### src/sv/bdm_pkg.sv
// Shared types and constants of the BGGR bilinear demosaic block.
// No dependencies; every other file of the block refers to it by scoped names.
package bdm_pkg;

   localparam int MAX_LINE = 1024;
   localparam int MAX_ROWS = 4096;

   localparam int WIDTH_W  = 11;
   localparam int HEIGHT_W = 13;
   localparam int COL_W    = $clog2(MAX_LINE);
   localparam int ROW_W    = $clog2(MAX_ROWS);

   localparam logic MODE_PIXEL = 1'b0;
   localparam logic MODE_DRAIN = 1'b1;

   localparam logic REG_LINE_WIDTH   = 1'b0;
   localparam logic REG_FRAME_HEIGHT = 1'b1;

   localparam logic [WIDTH_W-1:0]  LINE_WIDTH_RESET   = 11'd320;
   localparam logic [HEIGHT_W-1:0] FRAME_HEIGHT_RESET = 13'd240;

   // One classified request travelling from the front end to the back end.
   typedef struct packed {
      logic [7:0]       sample;
      logic [COL_W-1:0] line_addr;
      logic             emit;
      logic             row_odd;
      logic             col_odd;
      logic             top;
      logic             bottom;
      logic             left;
      logic             right;
      logic             frame_end;
   } cmd_type;

endpackage

### src/sv/bdm_front.sv
// Front end: accepts requests, tracks raster positions and classifies each pixel.
// Depends on bdm_pkg.
module bdm_front (
   input  logic                         clock,
   input  logic                         reset,
   input  logic                         restart,
   input  logic [bdm_pkg::WIDTH_W-1:0]  line_width,
   input  logic [bdm_pkg::HEIGHT_W-1:0] frame_height,
   input  logic                         push,
   input  logic                         req_mode,
   input  logic [7:0]                   req_raw_pixel,
   output logic                         full,
   input  logic                         q_full,
   output logic                         q_push,
   output bdm_pkg::cmd_type             q_cmd
);

   logic [bdm_pkg::WIDTH_W-1:0]  w_eff;
   logic [bdm_pkg::WIDTH_W-1:0]  w_masked;
   logic [bdm_pkg::HEIGHT_W-1:0] h_eff;
   logic [bdm_pkg::HEIGHT_W-1:0] h_masked;
   logic [bdm_pkg::COL_W-1:0]    w_last;
   logic [bdm_pkg::ROW_W-1:0]    h_last;

   logic [bdm_pkg::COL_W-1:0] in_col_ff, in_col_in;
   logic [bdm_pkg::ROW_W-1:0] in_row_ff, in_row_in;
   logic [bdm_pkg::COL_W-1:0] out_col_ff, out_col_in;
   logic [bdm_pkg::ROW_W-1:0] out_row_ff, out_row_in;
   logic [bdm_pkg::COL_W-1:0] lcol_ff, lcol_in;
   logic                      drain_ff, drain_in;

   logic accept, is_drain, shift, emit, last_out;

   always_comb begin
      w_masked = line_width & ~bdm_pkg::WIDTH_W'(1);
      if (w_masked < bdm_pkg::WIDTH_W'(4)) begin
         w_eff = bdm_pkg::WIDTH_W'(4);
      end else if (w_masked > bdm_pkg::WIDTH_W'(bdm_pkg::MAX_LINE)) begin
         w_eff = bdm_pkg::WIDTH_W'(bdm_pkg::MAX_LINE);
      end else begin
         w_eff = w_masked;
      end
      h_masked = frame_height & ~bdm_pkg::HEIGHT_W'(1);
      if (h_masked < bdm_pkg::HEIGHT_W'(2)) begin
         h_eff = bdm_pkg::HEIGHT_W'(2);
      end else if (h_masked > bdm_pkg::HEIGHT_W'(bdm_pkg::MAX_ROWS)) begin
         h_eff = bdm_pkg::HEIGHT_W'(bdm_pkg::MAX_ROWS);
      end else begin
         h_eff = h_masked;
      end
   end

   assign w_last = bdm_pkg::COL_W'(w_eff - bdm_pkg::WIDTH_W'(1));
   assign h_last = bdm_pkg::ROW_W'(h_eff - bdm_pkg::HEIGHT_W'(1));

   assign full     = q_full;
   assign accept   = push && !q_full;
   assign is_drain = (req_mode == bdm_pkg::MODE_DRAIN);
   assign shift    = accept && (is_drain ? drain_ff : !drain_ff);
   assign emit     = is_drain ||
                     ((in_row_ff != '0) &&
                      !((in_row_ff == bdm_pkg::ROW_W'(1)) && (in_col_ff == '0)));
   assign last_out = (out_row_ff == h_last) && (out_col_ff == w_last);

   always_comb begin
      q_push          = shift;
      q_cmd.sample    = req_raw_pixel;
      q_cmd.line_addr = lcol_ff;
      q_cmd.emit      = emit;
      q_cmd.row_odd   = out_row_ff[0];
      q_cmd.col_odd   = out_col_ff[0];
      q_cmd.top       = (out_row_ff == '0);
      q_cmd.bottom    = (out_row_ff == h_last);
      q_cmd.left      = (out_col_ff == '0);
      q_cmd.right     = (out_col_ff == w_last);
      q_cmd.frame_end = is_drain && last_out;
   end

   always_comb begin
      in_col_in  = in_col_ff;
      in_row_in  = in_row_ff;
      out_col_in = out_col_ff;
      out_row_in = out_row_ff;
      lcol_in    = lcol_ff;
      drain_in   = drain_ff;
      if (restart) begin
         in_col_in  = '0;
         in_row_in  = '0;
         out_col_in = '0;
         out_row_in = '0;
         lcol_in    = '0;
         drain_in   = 1'b0;
      end else if (shift) begin
         lcol_in = (lcol_ff == w_last) ? '0 : lcol_ff + 1'b1;
         if (!is_drain) begin
            if (in_col_ff == w_last) begin
               in_col_in = '0;
               if (in_row_ff == h_last) begin
                  in_row_in = '0;
                  drain_in  = 1'b1;
               end else begin
                  in_row_in = in_row_ff + 1'b1;
               end
            end else begin
               in_col_in = in_col_ff + 1'b1;
            end
         end
         if (emit) begin
            if (is_drain && last_out) begin
               out_col_in = '0;
               out_row_in = '0;
               drain_in   = 1'b0;
            end else if (out_col_ff == w_last) begin
               out_col_in = '0;
               out_row_in = out_row_ff + 1'b1;
            end else begin
               out_col_in = out_col_ff + 1'b1;
            end
         end
      end
   end

   always_ff @(posedge clock) begin
      if (reset) begin
         in_col_ff  <= '0;
         in_row_ff  <= '0;
         out_col_ff <= '0;
         out_row_ff <= '0;
         lcol_ff    <= '0;
         drain_ff   <= 1'b0;
      end else begin
         in_col_ff  <= in_col_in;
         in_row_ff  <= in_row_in;
         out_col_ff <= out_col_in;
         out_row_ff <= out_row_in;
         lcol_ff    <= lcol_in;
         drain_ff   <= drain_in;
      end
   end

endmodule

### config.mk
export PLATFORM = sky130hd
export DESIGN_NAME = bdm_front
export DESIGN_NICKNAME = d
export VERILOG_FILES = /design/src/sv/bdm_pkg.sv /design/src/sv/bdm_front.sv
export SDC_FILE = /design/constraint.sdc
export NUM_CORES = 1
export LEC_CHECK = 0
export ABC_AREA = 1
export BUFFER_PORTS_ARGS = -buffer_cell sky130_fd_sc_hd__buf_2
export CAP_MARGIN = 20
export CORE_MARGIN = 4
export CORE_UTILIZATION = 55
export DETAILED_ROUTE_END_ITERATION = 10
export GPL_TIMING_DRIVEN = 1
export PLACE_DENSITY_LB_ADDON = 0.12
export SLEW_MARGIN = 20
export SYNTH_ARGS = -nofsm -noshare
export SYNTH_HDL_FRONTEND = slang
export SYNTH_SLANG_ARGS = --single-unit
### constraint.sdc
create_clock -name clock -period 3.7 [get_ports clock]
set_input_delay 0.555 -clock clock [delete_from_list [all_inputs] [get_ports clock]]
set_output_delay 0.555 -clock clock [all_outputs]
set_load 0.02 [all_outputs]
==> metrics <==
worst path arrival time 2910 ps; sequential fraction of the synthesis area 0.2265; minimum clock period 3464 ps; IO Port Bufs 47; Switching Share 0.3156; Sink Count 55; DRT iter0 DRCs 226; Area Overhead vs Synth 11.07%; top_reg_cell synth dfxtp_1; Net Sw Power 0.3842 mW; synth cell count leaders nand2_1 (247), inv_1 (121), nor2_1 (111); Multi-input gate area 0.003197 mm^2; status finished, final reports clean; Post-Syn Nets 892; wire per inst 13.39 um; synthesized area per cell 5.773 um^2; initial core utilization 0.5601; Worst-Skew Late Latency 310 ps; most numerous cell in the Yosys netlist nand2_1; drt pass-1 iters 8; HP Class reg2reg; CTS tree built; Worst slew margin 0.6113; FF-to-FF path depth 11; clock network power share 0.299; Rows 34; Worst Hold Launch out_row_ff[0]$_SDFFE_PP0P_; all-layer global routing usage 0.2624; Syn. warnings 0; clock root cell clkbuf_8; die width 102.0 um; Vias per Instance 5.376; routed wire length 13430 um; Worst Setup Start Kind input port; Core Util, Final 0.6221; Worst EP required 3140 ps; Crit path largest cell delay 230 ps; Diodes inserted 0; drt drc 0; Sequential Power Share 0.487; share of cells above drive strength 1 0.1318; critical path type in2out; Combinational Power Share 0.214; Hold Crit Endpoint out_row_ff[0]$_SDFFE_PP0P_; worst vdd ir 0.1624 mV; Hold Crit Depth 2; first-pass GRT wire length 22430 um; Area after DPL 0.005225 mm^2; worst r2r src in_row_ff[0]$_SDFFE_PP0P_; Final nets 944; die area 0.01041 mm^2; die height 102.0 um; vias in the first global route 4986; ranking of synthesized cells by area dfxtp_1 (23%), nand2_1 (19%), nand3_1 (10%), inv_1 (9.3%), nor2_1 (8.6%); # setup viols final 0; top cell type's share of synthesized area 0.2265; DR vias 5392; internal power 0.8332 mW; Slew @ Worst Pin 582.5 ps; Storage cell area 0.001101 mm^2; Most common cell on crit path nand2_1; CP Max Fanout 6; fin area 0.005399 mm^2; Final Hold Vio Count 0; GP Congestion 0.9778; CP cell instances buf_2 -> nor2_4 -> nand3_4 -> o21bai_4 -> nand2_1 -> nand2_2 -> inv_1 -> ha_4 -> xnor2_1 -> nor2_1 -> nand2_1 -> nor2_1 -> nand2_1 -> nor2_2 -> nand2_1 -> nor2_1 -> nand2_1 -> nor2_4 -> nand2_2 -> nor2_4 -> nand2_2 -> inv_1 -> buf_4; HPWL after DPL 10740 um; core area 0.008678 mm^2; r2r setup slk 1080 ps; P_leak 2.639 nW; largest buffer count on any clock path 2; ANT nets after route 0; #FFs+latches synth 55; max_cap viols 0; initial antenna violation count 0; CP max stage cell ha_4; critical path endpoint category output port; largest net degree at the start of global routing 24; Power Dens Cells 225.5 mW/mm^2; Setup Skew 8.209 ps; Clock transition at path regs 100 ps; Post-synth EDFFs 0; post-synth cell types 37; Ports 66; total CTS buffers 5; asr flop ratio synth 0; global route overflow 0; Post-Syn Instances 842; reg-to-reg critical path endpoint out_col_ff[8]$_SDFFE_PP0P_; largest area contributor in the netlist dfxtp_1; FILL cells 906; Slew Viols, Final 0; Max Fclk 288.7 MHz; Tcrit/Tclk final 0.9361; htree depth 2; Syn Std Cell Area 0.004861 mm^2
==> worst max path at each step <==
stage | slack, ps | cells after the start | end | start
2_1_floorplan | 210 | 19 | q_cmd[0] | frame_height[1]
3_3_place_gp | 100 | 23 | q_cmd[0] | line_width[5]
3_5_place_dp | 30 | 23 | q_cmd[0] | line_width[6]
4_1_cts | 8 | 23 | q_cmd[0] | line_width[6]
5_1_grt | -10 | 23 | q_cmd[0] | line_width[5]
6_report | 240 | 23 | q_cmd[0] | line_width[5]
==> logic make-up (layout without fill, tap and decap cells) <==
| kind of cell | Yosys count | in the layout | share of synthesized area |
|---|---|---|---|
| compound gates | 52 | 52 | 0.06229 |
| xor+xnor | 25 | 25 | 0.04505 |
| fa+ha+maj | 12 | 12 | 0.03089 |
| buf+inv | 147 | 200 | 0.1292 |
| flops | 55 | 55 | 0.2265 |
| simple gates | 551 | 551 | 0.5060 |
==> registers in the layout, summed over array words and instances (netlist names) <==
signal and cells:
out_row_ff 12, in_row_ff 12, drain_ff 1, out_col_ff 10
in_col_ff 10, lcol_ff 10
==> through the flow <==
| step | TNS (ps) | hold WS [ps] | total power, mW | setup slack, ps | instances |
|---|---|---|---|---|---|
| after floorplan | 0 | 457.1 | 0.7925 | 206.0 | 842 |
| after global placement | 0 | 479.0 | 0.8520 | 96.01 | 994 |
| after detailed placement | 0 | 491.1 | 0.8564 | 31.25 | 994 |
| after CTS | 0 | 506.4 | 1.220 | 8.450 | 1002 |
| after global routing | -14.24 | 540.4 | 1.286 | -14.24 | 1003 |
| final | 0 | 507.6 | 1.217 | 236.4 | 1003 |
==> metal layers <==
| layer | GRT usage | share of wire | vias up |
|---|---|---|---|
| li1 | - | - | 2787 |
| met1 | 0.3214 | 0.43 | 2434 |
| met2 | 0.4773 | 0.49 | 145 |
| met3 | 0.02526 | 0.053 | 26 |
| met4 | 0.09082 | 0.028 | 0 |
| met5 | 0 | 0 | - |
==> cells in the final DEF (no fill, tap or decap), drive strengths merged <==
cell type / Yosys / routed
nand2: 254 / 254
nand3: 104 / 104
nor2: 122 / 122
nand4: 36 / 36
o311ai: 1 / 1
nor4: 4 / 4
and3: 1 / 1
clkbuf: 4 / 6
inv: 122 / 122
xnor2: 5 / 5
ha: 12 / 12
o41ai: 3 / 3
clkinvlp: 0 / 1
nor3b: 3 / 3
xor2: 20 / 20
nand3b: 4 / 4
clkinv: 2 / 3
buf: 19 / 68
o21ai: 23 / 23
o21bai: 2 / 2
o2111ai: 2 / 2
or2: 4 / 4
a21oi: 21 / 21
nor3: 19 / 19
dfxtp: 55 / 55
==> final cells by class <==
type,count,area share
well taps,108,0.02503
clock buffers,6,0.01530
inverters,124,0.08737
repair buffers,68,0.07323
clock inverters,2,0.003013
flip-flops and latches,55,0.2039
multi-input cells,640,0.5921
==> what timing repair did <==
action / in CTS / in global routing
buffers inserted: 0 / 1
endpoints found under the setup margin: 0 / 3
resized for setup: 0 / 19
hold buffers: 0 / 0
==> power by group through the flow <==
stage	clock (mW)	sequential [mW]	combinational, mW
5_1_grt	0.399	0.593	0.293
4_1_cts	0.376	0.593	0.251
3_3_place_gp	0	0.607	0.245
6_report	0.364	0.593	0.260
2_1_floorplan	0	0.607	0.186
3_5_place_dp	0	0.607	0.250
==> worst max-delay path: cells and delay by family <==
family	cells	cell delay (ps)
simple gates	16	1430
buf+inv	4	420
fa+ha+maj	1	230
compound gates	1	160
xor+xnor	1	110
Note: power is estimated with default switching activity, not from simulation.
