<file path="src/sv/bdm_pkg.sv">
// Shared types and constants of the BGGR bilinear demosaic block.
// No dependencies; every other file of the block refers to it by scoped names.
package bdm_pkg;

   localparam int MAX_LINE = 1024;
   localparam int MAX_ROWS = 4096;

   localparam int WIDTH_W  = 11;
   localparam int HEIGHT_W = 13;
   localparam int COL_W    = $clog2(MAX_LINE);
   localparam int ROW_W    = $clog2(MAX_ROWS);

   localparam logic MODE_PIXEL = 1'b0;
   localparam logic MODE_DRAIN = 1'b1;

   localparam logic REG_LINE_WIDTH   = 1'b0;
   localparam logic REG_FRAME_HEIGHT = 1'b1;

   localparam logic [WIDTH_W-1:0]  LINE_WIDTH_RESET   = 11'd320;
   localparam logic [HEIGHT_W-1:0] FRAME_HEIGHT_RESET = 13'd240;

   // One classified request travelling from the front end to the back end.
   typedef struct packed {
      logic [7:0]       sample;
      logic [COL_W-1:0] line_addr;
      logic             emit;
      logic             row_odd;
      logic             col_odd;
      logic             top;
      logic             bottom;
      logic             left;
      logic             right;
      logic             frame_end;
   } cmd_type;

endpackage

</file>
<file path="src/sv/bdm_queue.sv">
// Four-entry queue of classified requests between the front and back ends.
// Depends on bdm_pkg.
module bdm_queue (
   input  logic             clock,
   input  logic             reset,
   input  logic             wr_en,
   input  bdm_pkg::cmd_type wr_data,
   output logic             q_full,
   input  logic             rd_en,
   output logic             rd_valid,
   output bdm_pkg::cmd_type rd_data
);

   bdm_pkg::cmd_type entry_ff [4];
   logic [1:0] wr_ptr_ff, wr_ptr_in;
   logic [1:0] rd_ptr_ff, rd_ptr_in;
   logic [2:0] count_ff, count_in;
   logic       do_wr, do_rd;

   assign q_full   = (count_ff == 3'd4);
   assign rd_valid = (count_ff != 3'd0);
   assign rd_data  = entry_ff[rd_ptr_ff];
   assign do_wr    = wr_en && !q_full;
   assign do_rd    = rd_en && rd_valid;

   always_comb begin
      wr_ptr_in = do_wr ? wr_ptr_ff + 1'b1 : wr_ptr_ff;
      rd_ptr_in = do_rd ? rd_ptr_ff + 1'b1 : rd_ptr_ff;
      count_in  = count_ff + {2'b00, do_wr} - {2'b00, do_rd};
   end

   always_ff @(posedge clock) begin
      if (do_wr) begin
         entry_ff[wr_ptr_ff] <= wr_data;
      end
   end

   always_ff @(posedge clock) begin
      if (reset) begin
         wr_ptr_ff <= '0;
         rd_ptr_ff <= '0;
         count_ff  <= '0;
      end else begin
         wr_ptr_ff <= wr_ptr_in;
         rd_ptr_ff <= rd_ptr_in;
         count_ff  <= count_in;
      end
   end

endmodule

</file>
<file path="config.mk">
export PLATFORM = sky130hd
export DESIGN_NAME = bdm_queue
export DESIGN_NICKNAME = d
export VERILOG_FILES = /design/src/sv/bdm_pkg.sv /design/src/sv/bdm_queue.sv
export SDC_FILE = /design/constraint.sdc
export NUM_CORES = 1
export LEC_CHECK = 0
export ABC_AREA = 0
export BUFFER_PORTS_ARGS = -buffer_cell sky130_fd_sc_hd__buf_4
export CAP_MARGIN = 10
export CORE_AREA = 4 4 106 108
export CTS_CLUSTER_SIZE = 10
export DETAILED_ROUTE_END_ITERATION = 12
export DIE_AREA = 0 0 110 112
export SLEW_MARGIN = 10
export SYNTH_ARGS = -nofsm -noshare
export SYNTH_HDL_FRONTEND = slang
export SYNTH_SLANG_ARGS = --single-unit
export TNS_END_PERCENT = 30
</file>
<file path="constraint.sdc">
create_clock -name clock -period 2.94 [get_ports clock]
set_input_delay 0 -clock clock [delete_from_list [all_inputs] [get_ports clock]]
set_output_delay 0 -clock clock [all_outputs]
set_load 0.1 [all_outputs]
</file>
==> out/metrics.cfg, run 1 <==
[clock_tree]
clk_pin_slew_ns = 0.05
cts_root_buf = clkbuf_8
cts_inserted_buffers = 17
cts_buffer_depth = 2
clk-insertion-delay-late_ns = 0.50
cts_tree = built
cts_resized = 0
htree_num_levels = 4
cts_sinks = 113

[final_layout]
register_area_mm2 = 0.00330
antenna_cells = 0
drive_gt1_frac = 0.380
nFillCells = 790
multiInputGateArea_um2 = 881
nNetsFinal = 324
syn_to_final_growth_pct = 34.6

[timing]
max_slew_margin = 0.512
rsz0062_at_grt = false
clock_skew_ns = 0.00797
fin_crit_sh = 0.803
slew_violations = 0
fmax_mhz = 423
finalHoldViolCount = 0
worst_pin_slew_ns = 0.733
tns_ns = 0
setup_viol = 0
fin_crit_ns = 2.36

[setup_path]
critical_path.cell_chain = buf_4, mux4_2, buf_4
critical_path_buf_inv_count = 2
cp_common_cell = buf_4
max_stage_delay_ns = 0.69
cp_max_fo = 16
cp_data_required_time_ns = 2.94
crit_arrival_ns = 2.36
cp-end-kind = primary output
crit_family = flip-flops
start_kind = flip-flop
critical_path_class = reg2out
slowest_stage = dfxtp_2

[pwr]
ir_drop_mv = 0.843
power_w = 0.00655
p_clk_frac = 0.319
p_sw_w = 0.00250
internal-power_w = 0.00405
p_leak_nw = 2.04
swShare = 0.382
p_seq_frac = 0.321
pwr_density_cell_mw_per_mm2 = 1140
pwr-share-comb = 0.360

[synth]
avgSynthCellArea_um2 = 23.1
synth_mux_area_frac = 0.145
yosysMostFrequentCell = edfxtp_1
synth_compound_area_frac = 0.00645
ys_seq_area_frac = 0.774
synth_flop_cell = edfxtp_1
synthDistinctLibCells = 26
synthAdderAreaFrac = 0.0223
yosys.area_share.simple = 0.0241
synth_fp_nets = 222
synth_edf_count = 104
postSynthCellCount = 185
synth_top_cell_by_area = edfxtp_1
synth_top_cells_by_area = edfxtp_1, mux4_2, dfxtp_1, mux4_1, ha_1
ys_async_sr_fraction = 0
ys_seq_elements = 113
synth_area_mm2 = 0.00427
synth_top_family_by_area = multiplexers
synth_xor_area_frac = 0.00616
yosys-top-cells-count = edfxtp_1, mux4_2, dfxtp_1
synth.top_cell.area_share = 0.732
ys_warn_count = 0

[routing]
antenna_left = 0
num_vias = 2027
post_drt_wl_per_cell_um = 16.5
drc_errors = 0
vias_per_cell = 4.65
wl_um = 7180
dr.pass1.iters = 4
drtIter0Drc = 75

[run]
cap_violations = 0

[floorplanning]
fp-row-count = 37
core_area_mm2 = 0.0102
die_x_um = 110
num_io_pins = 58
die_area_mm2 = 0.0123
die_h_um = 112
start_util = 0.417

[global_routing]
grt_pass1_wl_um = 11500
grt-ovfl-total = 0
grt_use_total = 0.128
grt_max_degree = 27
grt_pass1_vias = 2214
antenna_found_initial = 0

[place]
io_buffer_count = 57
dp_hpwl_um = 4340
gp_congestion = 0.734

[min_path]
hp-class = in2reg

[run_status]
status = finished clean

==> stage by stage <==
step	utilization	setup WS, ns	std cells	hold WS [ns]	instance area [um2]
global placement	0.472	0.657	374	0.202	4830
floorplan	-	0.0609	185	0.0989	4270
global route	0.561	0.390	436	0.233	5740
detailed placement	0.472	0.563	374	0.203	4830
CTS	0.561	0.474	436	0.213	5740
finish	0.561	0.578	436	0.244	5740
==> flip-flops by register name (all words and copies together), names as in the netlist, named ones only <==
| signal | flops |
|---|---|
| rd_ptr_ff | 2 |
| wr_ptr_ff | 2 |
| entry_ff | 104 |
| count_ff | 3 |
==> metal layers <==
metal | global-route usage | wire (um) | part of all wire
met1 | 0.158 | 3110 | 0.43
met2 | 0.203 | 3650 | 0.51
met3 | 0.0487 | 337 | 0.047
met4 | 0.0499 | 84 | 0.012
met5 | 0 | 0 | 0
==> cells in the final DEF, fill, tap and decap left out, drive strengths merged, types with 6 or more instances in the layout <==
cell         Yosys  layout
nor2             6       6
edfxtp         104     104
clkbuf           2      20
dfxtp            9       9
mux4            26      26
ha               6       6
dlygate4sd3      0      30
buf              5      60
inv              6       6
==> layout make-up <==
| type | instances | share of cell area |
|---|---|---|
| multi-input combinational | 59 | 0.153 |
| clock buffer | 20 | 0.0741 |
| tap | 136 | 0.0296 |
| inverter | 6 | 0.00392 |
| timing repair buffer | 90 | 0.131 |
| clock inverter | 12 | 0.0329 |
| sequential | 113 | 0.575 |
==> path summary, 6_finish.rpt <==
check / from / end / depth (start not counted) / slack (ns)
worst max-delay path: flip-flop / rd_data[12] / 3 / 0.58
worst min register to register: wr_ptr_ff[1] / wr_ptr_ff[1] / 2 / 0.51
worst min-delay path: wr_data[25] / entry_ff[0][25] / 2 / 0.24
worst max register to register: count_ff[1] / count_ff[2] / 11 / 0.58
==> power by group through the flow <==
stage / Clock (W) / Sequential (W) / Combinational, W
floorplan: 0 / 0.00205 / 0.00201
global placement: 0 / 0.00213 / 0.00234
detailed placement: 0 / 0.00214 / 0.00235
CTS: 0.00213 / 0.00211 / 0.00239
global route: 0.00222 / 0.00213 / 0.00246
finish: 0.00209 / 0.00210 / 0.00236
==> kinds of logic (layout without fill, tap and decap cells) <==
group                    count (synthesis)  in the layout
AO/OA/AOI/OAI                            4              4
XOR/XNOR                                 3              3
multiplexers                            27             27
flip-flops                             113            113
buffers and inverters                   13            128
adder cells (fa/ha/maj)                  7              7
AND/OR/NAND/NOR                         18             18
==> what timing repair did <==
| action | 4_1_cts | 5_1_grt |
|---|---|---|
| endpoints found under the setup margin | 0 | 0 |
| hold buffers | 30 | 0 |
| endpoints found under the hold margin | 113 | 0 |
| buffers inserted | 0 | 0 |
No activity file was read; power rests on OpenSTA's default activity.
==> run 2, diff against run 1 <==
clock period = 2.06 ns   (was 2.94 ns; I/O delays follow)
==> out/metrics.cfg, run 2 (synthesis results as in run 1) <==
[setup_path]
cp-end-kind = flip-flop
reg2reg_to = count_ff[2]
critical_path_buf_inv_count = 2
rrSetupSlack_ns = 0.06
max_stage_delay_ns = 0.36
crit_arrival_ns = 2.42
critical_path.cell_chain = o31a_1, ha_1, inv_1, ha_1, inv_1, fa_2, xor2_2, and2_4, nor3_2
start_kind = flip-flop
critical_path_class = reg2reg
crit_family = adder cells
reg2reg_depth = 9
cp_data_required_time_ns = 2.49
slowest_stage = dfxtp_4
timing.rr.start = count_ff[2]
cp_max_fo = 5

[global_routing]
grt_pass1_wl_um = 11500
grt_max_degree = 27
antenna_found_initial = 0
grt-ovfl-total = 0
grt_pass1_vias = 2212
grt_use_total = 0.130

[timing]
layout_setup_ws_ns = 0.0634
setup_viol = 0
fin_crit_ns = 2.00
rsz0062_at_grt = true
tns_ns = 0
fin_crit_sh = 0.969
finalHoldViolCount = 0
clock_skew_ns = 0.00838
max_slew_margin = 0.715
slew_violations = 0
worst_pin_slew_ns = 0.422
fmax_mhz = 501

[routing]
vias_per_cell = 4.74
drtIter0Drc = 132
dr.pass1.iters = 4
wl_um = 7260
post_drt_wl_per_cell_um = 16.3
num_vias = 2105
drc_errors = 0
antenna_left = 0

[final_layout]
regMostFlops = entry_ff
largest_reg_flops = 104
drive_gt1_frac = 0.425
final_cell_mix = edfxtp_1, buf_4, dlygate4sd3_1
antenna_cells = 0
syn_to_final_growth_pct = 35.9
layout_commonest_cell = edfxtp_1
final_util = 0.567
nNetsFinal = 332
top_regs = entry_ff (104), count_ff (3)

[min_path]
holdPathStages = 2
hp-class = in2reg
hp-start = wr_data[3]
whs_endpoint = entry_ff[2][3]

[pwr]
ir_drop_mv = 0.752
pwr_density_cell_mw_per_mm2 = 1590
power_w = 0.00923
p_leak_nw = 2.07

[clock_tree]
htree_num_levels = 4
clk-insertion-delay-late_ns = 0.50
cts_buffer_depth = 2
cts_sinks = 113
cts_root_buf = clkbuf_8
clk_pin_slew_ns = 0.06
cts_tree = built
cts_inserted_buffers = 17

[floorplanning]
fp-row-count = 37
core_area_mm2 = 0.0102
start_util = 0.417
num_io_pins = 58
die_x_um = 110
die_area_mm2 = 0.0123
die_h_um = 112

[place]
dp_hpwl_um = 4440
io_buffer_count = 57
post-place-ws_ns = 0.0382
gp_congestion = 0.679

[run_status]
status = finished clean

[run]
cap_violations = 0

-- run 2: changes by cell type in the layout (fill, tap and decap cells not counted), moves of 2 or more --
cell and change:
and2_2 -2, buf_12 +2, buf_4 +7, bufinv_16 -2, clkinv_2 +3, dfxtp_1 -3
dfxtp_2 +2
-- run 2: worst max path at each step --
stage                     start          end  slack, ns  depth (start not counted)
floorplan           count_ff[2]  count_ff[2]      -0.66                         11
global placement    count_ff[1]  count_ff[2]       0.06                          9
detailed placement  count_ff[1]  count_ff[2]       0.04                          9
CTS                 count_ff[1]  count_ff[2]       0.02                          9
global route        count_ff[2]  count_ff[2]      -0.08                         11
finish              count_ff[2]  count_ff[2]       0.06                          9
-- run 2: report_power, final --
part	leakage (nW)	switching, W	internal, W	total (W)
sequential	1.03	0.000111	0.00281	0.00292
combinational	0.763	0.00257	0.000998	0.00357
clock	0.278	0.000926	0.00181	0.00274
-- run 2: final cells by class --
type | instances | area, um2
flip-flops and latches | 113 | 3310
clock inverters | 13 | 144
fillers | 785 | 4430
clock buffers | 19 | 422
repair buffers | 98 | 833
well taps | 136 | 170
multi-input cells | 59 | 895
inverters | 6 | 22.5
-- run 2: per-layer routing --
layer | track usage | part of all wire | vias to the layer above
met4 | 0.0474 | 0.011 | 0
met1 | 0.162 | 0.44 | 1063
met3 | 0.0580 | 0.057 | 6
li1 | - | - | 984
met5 | 0 | 0 | -
met2 | 0.200 | 0.50 | 52
-- run 2: repair_timing --
action | 4_1_cts | 5_1_grt
buffers inserted | 0 | 2
hold buffers | 29 | 0
resized for setup | 0 | 5
hold endpoints to repair | 113 | 0
setup endpoints to repair | 0 | 2
-- run 2: stage by stage --
stage	instances	cell area, um2	hold WS [ns]
detailed placement	381	4910	0.206
CTS	442	5770	0.210
global placement	381	4910	0.201
global route	444	5800	0.219
floorplan	185	4280	0.0989
finish	444	5800	0.235
-- run 2: worst register-to-register path, delay by kind of cell (launching register included) --
family | cells | cell delay [ns]
adder cells (fa/ha/maj) | 3 | 0.75
flip-flops | 1 | 0.36
XOR/XNOR | 1 | 0.16
buffers and inverters | 2 | 0.10
AO/OA/AOI/OAI | 1 | 0.32
AND/OR/NAND/NOR | 2 | 0.23
